`config.mk`:
```
export PLATFORM = sky130hd
export DESIGN_NAME = boolean_infix_to_postfix_core
export DESIGN_NICKNAME = d
export VERILOG_FILES = /design/src/rtl/bi2p_pkg.sv /design/src/rtl/boolean_infix_to_postfix_core.sv
export SDC_FILE = /design/constraint.sdc
export NUM_CORES = 1
export LEC_CHECK = 0
export CAP_MARGIN = 20
export CORE_MARGIN = 2
export CORE_UTILIZATION = 55
export DETAILED_ROUTE_END_ITERATION = 8
export DONT_BUFFER_PORTS = 1
export GPL_TIMING_DRIVEN = 0
export PLACE_DENSITY = 0.68
export REMOVE_ABC_BUFFERS = 1
export SYNTH_ARGS = -nofsm -noshare
export SYNTH_HDL_FRONTEND = slang
export SYNTH_SLANG_ARGS = --single-unit
```
`constraint.sdc`:
```
create_clock -name clk -period 9.75 [get_ports clk]
set_clock_uncertainty 0.2 [all_clocks]
set_input_delay 0.975 -clock clk [delete_from_list [all_inputs] [get_ports clk]]
set_output_delay 0.975 -clock clk [all_outputs]
set_load 0.02 [all_outputs]
```
`src/rtl/bi2p_pkg.sv`:
```
// Shared types, character codes and decode functions for the converter.
// No dependencies.
package bi2p_pkg;

    localparam int STACK_DEPTH_DEF = 32;

    localparam logic [7:0] CH_END    = 8'h00;
    localparam logic [7:0] CH_EQU    = 8'h3D; // '='
    localparam logic [7:0] CH_IMP    = 8'h3E; // '>'
    localparam logic [7:0] CH_OR_LC  = 8'h76; // 'v'
    localparam logic [7:0] CH_OR_UC  = 8'h56; // 'V'
    localparam logic [7:0] CH_AND    = 8'h26; // '&'
    localparam logic [7:0] CH_XOR    = 8'h5E; // '^'
    localparam logic [7:0] CH_NOT    = 8'h7E; // '~'
    localparam logic [7:0] CH_NEG    = 8'h2D; // '-'
    localparam logic [7:0] CH_LPAREN = 8'h28; // '('
    localparam logic [7:0] CH_RPAREN = 8'h29; // ')'

    typedef enum logic [1:0] {
        ST_IDLE,
        ST_LOAD,
        ST_TEST
    } state_t;

    typedef enum logic [2:0] {
        KIND_SKIP,
        KIND_END,
        KIND_LETTER,
        KIND_OP,
        KIND_LPAREN,
        KIND_RPAREN
    } kind_t;

    // Precedence; '(' and anything else rank 0
    function automatic logic [2:0] rank_of(input logic [7:0] c);
        logic [2:0] r;
        begin
            case (c)
                CH_EQU:             r = 3'd1;
                CH_IMP:             r = 3'd2;
                CH_OR_LC, CH_OR_UC: r = 3'd3;
                CH_AND, CH_XOR:     r = 3'd4;
                CH_NOT, CH_NEG:     r = 3'd5;
                default:            r = 3'd0;
            endcase
            return r;
        end
    endfunction

    function automatic kind_t kind_of(input logic [7:0] c);
        kind_t k;
        begin
            if (c == CH_END)
                k = KIND_END;
            else if (rank_of(c) != 3'd0)
                k = KIND_OP;
            else if (c == CH_LPAREN)
                k = KIND_LPAREN;
            else if (c == CH_RPAREN)
                k = KIND_RPAREN;
            else if (c inside {[8'h41:8'h5A], [8'h61:8'h7A]})
                k = KIND_LETTER;
            else
                k = KIND_SKIP;
            return k;
        end
    endfunction

endpackage

```
`src/rtl/boolean_infix_to_postfix_core.sv`:
```
// Boolean infix-to-postfix converter (shunting-yard) top level.
// Uses bi2p_pkg for character codes, decode functions and state types.
//
// Input channel: one expression character per beat on ch (in_valid/in_ready).
// A zero byte ends the expression. Output channel: one postfix beat on
// sym/last/error (out_valid/out_ready). Operands and operators come out in
// postfix order; the end flushes the operator stack and then sends a zero
// beat with last set. A ')' without an open '(' on the stack, or a push onto
// a full stack, drops the character and sends one beat with error set.
// Spaces and unknown bytes are swallowed without a beat.
//
// Sequencing: in_ready is high only while the sequencer is idle. An
// accepted character keeps the sequencer busy through a load-top step and
// a test step, and through both again for every stack entry it pops and
// emits; the stack memory's registered read port is why each test needs
// its load step. The sequencer returns to idle before it takes another
// character, so none is accepted while the last is still in work. The
// first result beat enters the output register in the test step. Ignored
// bytes leave in_ready high. Operators are pushed and popped once each.
//
// A result waits in the output register; a stall on out_ready holds the
// sequencer in its test step until the beat is taken, and the next character
// may be accepted while the final beat of the previous one still waits.
// Reset empties the stack (count cleared, no memory sweep) and drops any
// pending output beat.
module boolean_infix_to_postfix_core #(
    parameter int STACK_DEPTH = bi2p_pkg::STACK_DEPTH_DEF
) (
    input  logic       clk,
    input  logic       rst_n,
    input  logic       in_valid,
    output logic       in_ready,
    input  logic [7:0] ch,
    output logic       out_valid,
    input  logic       out_ready,
    output logic [7:0] sym,
    output logic       last,
    output logic       error
);

    localparam int AW = (STACK_DEPTH > 1) ? $clog2(STACK_DEPTH) : 1;
    localparam int CW = $clog2(STACK_DEPTH + 1);

    // Sequencer and stack pointers
    bi2p_pkg::state_t state_reg, state_next;
    bi2p_pkg::kind_t  kind_reg, kind_next;
    logic [7:0]       ch_reg, ch_next;
    logic [CW-1:0]    count_reg, count_next;
    logic [CW-1:0]    paren_reg, paren_next;

    // Output register
    logic             out_valid_reg, out_valid_next;
    logic [7:0]       sym_reg, sym_next;
    logic             last_reg, last_next;
    logic             error_reg, error_next;

    // Operator stack, registered read of the top entry
    logic [7:0]       stack_mem [STACK_DEPTH];
    logic [7:0]       top_reg;
    logic [CW-1:0]    count_dec;
    logic [AW-1:0]    rd_addr;

    // Decisions taken in the test step
    logic             want_emit;
    logic [7:0]       emit_sym;
    logic             emit_last;
    logic             emit_err;
    logic             do_pop;
    logic             do_push;
    logic             done;
    logic             slot_free;
    logic             go;
    logic             stack_empty;
    logic             stack_full;
    logic             top_is_lparen;

    assign count_dec     = count_reg - CW'(1);
    assign rd_addr       = count_dec[AW-1:0];
    assign stack_empty   = (count_reg == '0);
    assign stack_full    = (count_reg == CW'(STACK_DEPTH));
    assign top_is_lparen = (top_reg == bi2p_pkg::CH_LPAREN);
    assign slot_free     = !out_valid_reg || out_ready;
    assign go            = (state_reg == bi2p_pkg::ST_TEST) && (!want_emit || slot_free);

    always_ff @(posedge clk)
    begin
        if (go && do_push)
        begin
            stack_mem[count_reg[AW-1:0]] <= ch_reg;
        end
        top_reg <= stack_mem[rd_addr];
    end

    // What the test step would do with the current top
    always_comb
    begin
        want_emit = 1'b0;
        emit_sym  = 8'h00;
        emit_last = 1'b0;
        emit_err  = 1'b0;
        do_pop    = 1'b0;
        do_push   = 1'b0;
        done      = 1'b1;
        case (kind_reg)
            bi2p_pkg::KIND_END:
            begin
                want_emit = 1'b1;
                if (!stack_empty)
                begin
                    emit_sym = top_reg;
                    do_pop   = 1'b1;
                    done     = 1'b0;
                end
                else
                begin
                    emit_last = 1'b1;
                end
            end
            bi2p_pkg::KIND_LETTER:
            begin
                want_emit = 1'b1;
                emit_sym  = ch_reg;
            end
            bi2p_pkg::KIND_OP:
            begin
                if (!stack_empty && (bi2p_pkg::rank_of(top_reg) >= bi2p_pkg::rank_of(ch_reg)))
                begin
                    want_emit = 1'b1;
                    emit_sym  = top_reg;
                    do_pop    = 1'b1;
                    done      = 1'b0;
                end
                else if (!stack_full)
                begin
                    do_push = 1'b1;
                end
                else
                begin
                    want_emit = 1'b1;
                    emit_err  = 1'b1;
                end
            end
            bi2p_pkg::KIND_LPAREN:
            begin
                if (!stack_full)
                begin
                    do_push = 1'b1;
                end
                else
                begin
                    want_emit = 1'b1;
                    emit_err  = 1'b1;
                end
            end
            bi2p_pkg::KIND_RPAREN:
            begin
                if (paren_reg == '0)
                begin
                    want_emit = 1'b1;
                    emit_err  = 1'b1;
                end
                else if (!top_is_lparen)
                begin
                    want_emit = 1'b1;
                    emit_sym  = top_reg;
                    do_pop    = 1'b1;
                    done      = 1'b0;
                end
                else
                begin
                    do_pop = 1'b1; // matching '(' is dropped
                end
            end
            default:
            begin
                done = 1'b1;
            end
        endcase
    end

    // Next state
    always_comb
    begin
        state_next = state_reg;
        case (state_reg)
            bi2p_pkg::ST_IDLE:
            begin
                if (in_valid && (bi2p_pkg::kind_of(ch) != bi2p_pkg::KIND_SKIP))
                begin
                    state_next = bi2p_pkg::ST_LOAD;
                end
            end
            bi2p_pkg::ST_LOAD:
            begin
                state_next = bi2p_pkg::ST_TEST;
            end
            bi2p_pkg::ST_TEST:
            begin
                if (go)
                begin
                    state_next = done ? bi2p_pkg::ST_IDLE : bi2p_pkg::ST_LOAD;
                end
            end
            default:
            begin
                state_next = bi2p_pkg::ST_IDLE;
            end
        endcase
    end

    // Datapath and output register
    always_comb
    begin
        ch_next        = ch_reg;
        kind_next      = kind_reg;
        count_next     = count_reg;
        paren_next     = paren_reg;
        out_valid_next = out_valid_reg;
        sym_next       = sym_reg;
        last_next      = last_reg;
        error_next     = error_reg;
        in_ready       = (state_reg == bi2p_pkg::ST_IDLE);

        if (out_valid_reg && out_ready)
        begin
            out_valid_next = 1'b0;
        end

        if (in_ready && in_valid)
        begin
            ch_next   = ch;
            kind_next = bi2p_pkg::kind_of(ch);
        end

        if (go)
        begin
            if (want_emit)
            begin
                out_valid_next = 1'b1;
                sym_next       = emit_sym;
                last_next      = emit_last;
                error_next     = emit_err;
            end
            if (do_pop)
            begin
                count_next = count_dec;
                if (top_is_lparen)
                begin
                    paren_next = paren_reg - CW'(1);
                end
            end
            if (do_push)
            begin
                count_next = count_reg + CW'(1);
                if (kind_reg == bi2p_pkg::KIND_LPAREN)
                begin
                    paren_next = paren_reg + CW'(1);
                end
            end
        end
    end

    always_ff @(posedge clk or negedge rst_n)
    begin
        if (!rst_n)
        begin
            state_reg     <= bi2p_pkg::ST_IDLE;
            count_reg     <= '0;
            paren_reg     <= '0;
            out_valid_reg <= 1'b0;
        end
        else
        begin
            state_reg     <= state_next;
            count_reg     <= count_next;
            paren_reg     <= paren_next;
            out_valid_reg <= out_valid_next;
        end
    end

    always_ff @(posedge clk)
    begin
        ch_reg    <= ch_next;
        kind_reg  <= kind_next;
        sym_reg   <= sym_next;
        last_reg  <= last_next;
        error_reg <= error_next;
    end

    assign out_valid = out_valid_reg;
    assign sym       = sym_reg;
    assign last      = last_reg;
    assign error     = error_reg;

endmodule

```
==> impl_metrics.yaml <==
run_status:
  status: "finished clean"
logic_synthesis:
  ys_seq_area_share_pct: 71.19
  synth_edf_count: 277
  synth_cell_types: 64
  yosys-top-cells-count: "edfxtp_1 (277), mux4_2 (80), nor2_1 (47), nand2_1 (22), clkbuf_1 (18)"
  yosys.area.top_type: "edfxtp_1"
  async_reset_ff_share_pct: 5.000
  yosysMostFrequentCell: "edfxtp_1"
  synth_area_leaders: "edfxtp_1 (67%), mux4_2 (14%), dfrtp_1 (3.0%), nor2_1 (1.4%), dfxtp_1 (1.3%)"
  netlist_area_mm2: 0.01244
  postSynthCellCount: 663
  syn_area_per_cell_um2: 18.76
  ys.flop_type: "edfxtp_1"
  yosysWarningCount: 0
  synth_seq_cells: 300
  yosys.area.top_type_share_pct: 66.89
global_routing:
  grt_use_total_pct: 21.54
  grt_max_degree: 57
  met1_usage_pct: 31.01
  grt_pass1_wl_um: 38270
  grt_busiest_layer: "met2"
  grt_pass1_vias: 6246
  gr-usage-met3_pct: 3.334
  antenna_found_initial: 0
  grt-ovfl-total: 0
  gr-usage-met2_pct: 35.51
floorplan:
  die_w_um: 154.4
  fp.dieArea_mm2: 0.02383
  fp.coreArea_mm2: 0.02243
  rows: 55
  ioPinCount: 24
  start_util_pct: 55.43
  die_y_um: 154.4
drt:
  dr.pass1.iters: 5
  vias_per_cell: 6.378
  drt-total-wl_um: 25400
  drcViolationCount: 0
  ant_nets: 0
  drt_first_iter_violations: 528
  num_vias: 6282
  wire_per_inst_um: 25.78
timing:
  rsz0062_at_grt: "false"
  setup_slack_ns: 4.493
  fmax_mhz: 190.2
  tightest_slew_ns: 0.8899
  finalCritPeriodShare_pct: 53.92
  hold_violations: 0
  setup_viol_count_final: 0
  slew_headroom_pct: 40.45
  fin_crit_ns: 5.257
  slew_violations: 0
  setup_tns_ns: 0
clock_network:
  cts_tree: "yes"
  clock_path_buffers: 3
  clk_pin_slew_ns: 0.06
  htree_levels: 1
  cts_setup_buffers: 0
  cts_buffers: 30
  cts_root_buf: "clkbuf_16"
  cts.sinks: 300
  insertion_delay_ns: 0.55
critical_path:
  crit_start: "ch_reg[1]$_DFFE_PP_"
  r2r_end: "stack_mem[16][6]$_DFFE_PP_"
  start_kind: "register"
  rrSetupSlack_ns: 4.49
  cp_max_fo: 20
  timing.rr.start: "ch_reg[1]$_DFFE_PP_"
  end_kind: "register"
  reg2reg_depth: 14
  worstPathRequired_ns: 9.72
  critPathKind: "reg -> reg"
  critPathArrivalTime_ns: 5.22
cells_and_area:
  diodes: 0
  drive_gt1_share_pct: 23.29
  largest_register_ff_count: 256
  nets: 699
  post-route-util_pct: 62.02
  syn_to_final_growth_pct: 11.88
  stdcell_count: 985
place:
  dp_hpwl_um: 16470
  place_inst: 927
  place.gp.congestion: 0.8900
  dp_slack_ns: 4.252
  io_buffers: 0
power:
  pwr-share-clk_pct: 29.0
  p_leak_uw: 0.004427
  combPwrFrac_pct: 27.6
  p_int_uw: 2659
  powerDensity_mw_per_mm2: 269.6
  p_sw_uw: 1092
  vdd_drop_max_v: 0.0001590
  seq_power_share_pct: 43.4
  switching_share_pct: 29.10
worst_hold_path:
  holdCritStartpoint: "paren_reg[5]$_DFFE_PN0N_"
  hp-class: "reg -> reg"
  whs_endpoint: "paren_reg[5]$_DFFE_PN0N_"
  whs_path_depth: 1
run:
  cap_violations: 0
-- final cells by class --
cell class                      count  area, µm²
Sequential cell                   300       8857
Inverter                           10      37.54
Multi-Input combinational cell    323       3436
Clock inverter                      9      50.05
Fill cell                        1540       8521
Clock buffer                       45      889.6
Tap cell                          285      356.6
Timing Repair Buffer               13      286.5
-- cells in the final DEF (no fill, tap or decap), drive strengths merged, types with 8 or more instances in the layout --
cell and instances:
edfxtp 277, mux4 80, nor2 49, clkbuf 45, nand2 26, o21ai 16, dfrtp 15, a21oi 14
buf 12, inv 11, a22o 10, nor3 10, ha 9, nand3 8, nand2b 8, mux2 8
dfxtp 8
-- worst max-delay path: stages (launching register included) --
cell	delay, ns
edfxtp_1	0.85
buf_16	0.23
and3b_1	0.23
nand3_1	0.11
o21ai_0	0.09
a21oi_1	0.08
or2_2	0.27
ha_1	0.29
a21o_1	0.18
a31oi_1	0.35
nor3_1	0.21
o41a_1	0.55
nor2_4	0.23
nand2_2	0.22
nor2_1	0.75
-- power by group through the flow --
stage          logic [µW]  clock network [µW]  registers, µW
2_1_floorplan         710                   0           1660
3_3_place_gp          943                   0           1720
3_5_place_dp         1020                   0           1670
4_1_cts              1020                1100           1640
5_1_grt              1100                1150           1640
6_report             1040                1090           1630
-- routing by layer --
layer,wire length [µm],vias to the layer above
met5,0,-
met4,460,0
met3,1598,44
met2,12580,235
met1,10760,3268
li1,-,2735
-- worst max-delay path by stage --
stage	to	slack [ns]	cells after the start
final	stack_mem[16][6]$_DFFE_PP_	4.49	14
after global routing	stack_mem[16][0]$_DFFE_PP_	4.21	14
after detailed placement	stack_mem[21][0]$_DFFE_PP_	4.25	13
after CTS	stack_mem[16][4]$_DFFE_PP_	4.20	13
after floorplan	top_reg[0]$_DFF_P_	3.68	5
after global placement	top_reg[5]$_DFF_P_	1.53	5
-- logic make-up (layout without fill, tap and decap cells) --
kind of cell               count (synthesis)  after routing  synth area share (%)
AOI/OAI and AO/OA                         68             68                 3.994
xor gates and xnor gates                  11             11                0.7747
adders and majority gates                  9              9                0.9055
buffers and inverters                     40             77                 1.439
DFF                                      300            300                 71.19
muxes                                     91             91                 15.45
and+or+nand+nor                          144            144                 6.238
-- through the flow --
stage / hold WS [ns] / power, µW / cell area [µm²]
3_3_place_gp: 0.2860 / 2664 / 12650
2_1_floorplan: 0.2616 / 2368 / 12290
5_1_grt: 0.2894 / 3893 / 13910
4_1_cts: 0.2960 / 3765 / 13830
6_report: 0.3084 / 3751 / 13910
3_5_place_dp: 0.3016 / 2684 / 12880
-- what timing repair did --
action / in CTS / in global routing
hold buffers: 1 / 0
gates resized for setup: 0 / 0
endpoints found under the hold margin: 15 / 0
Note: power is estimated with default switching activity, not from simulation.
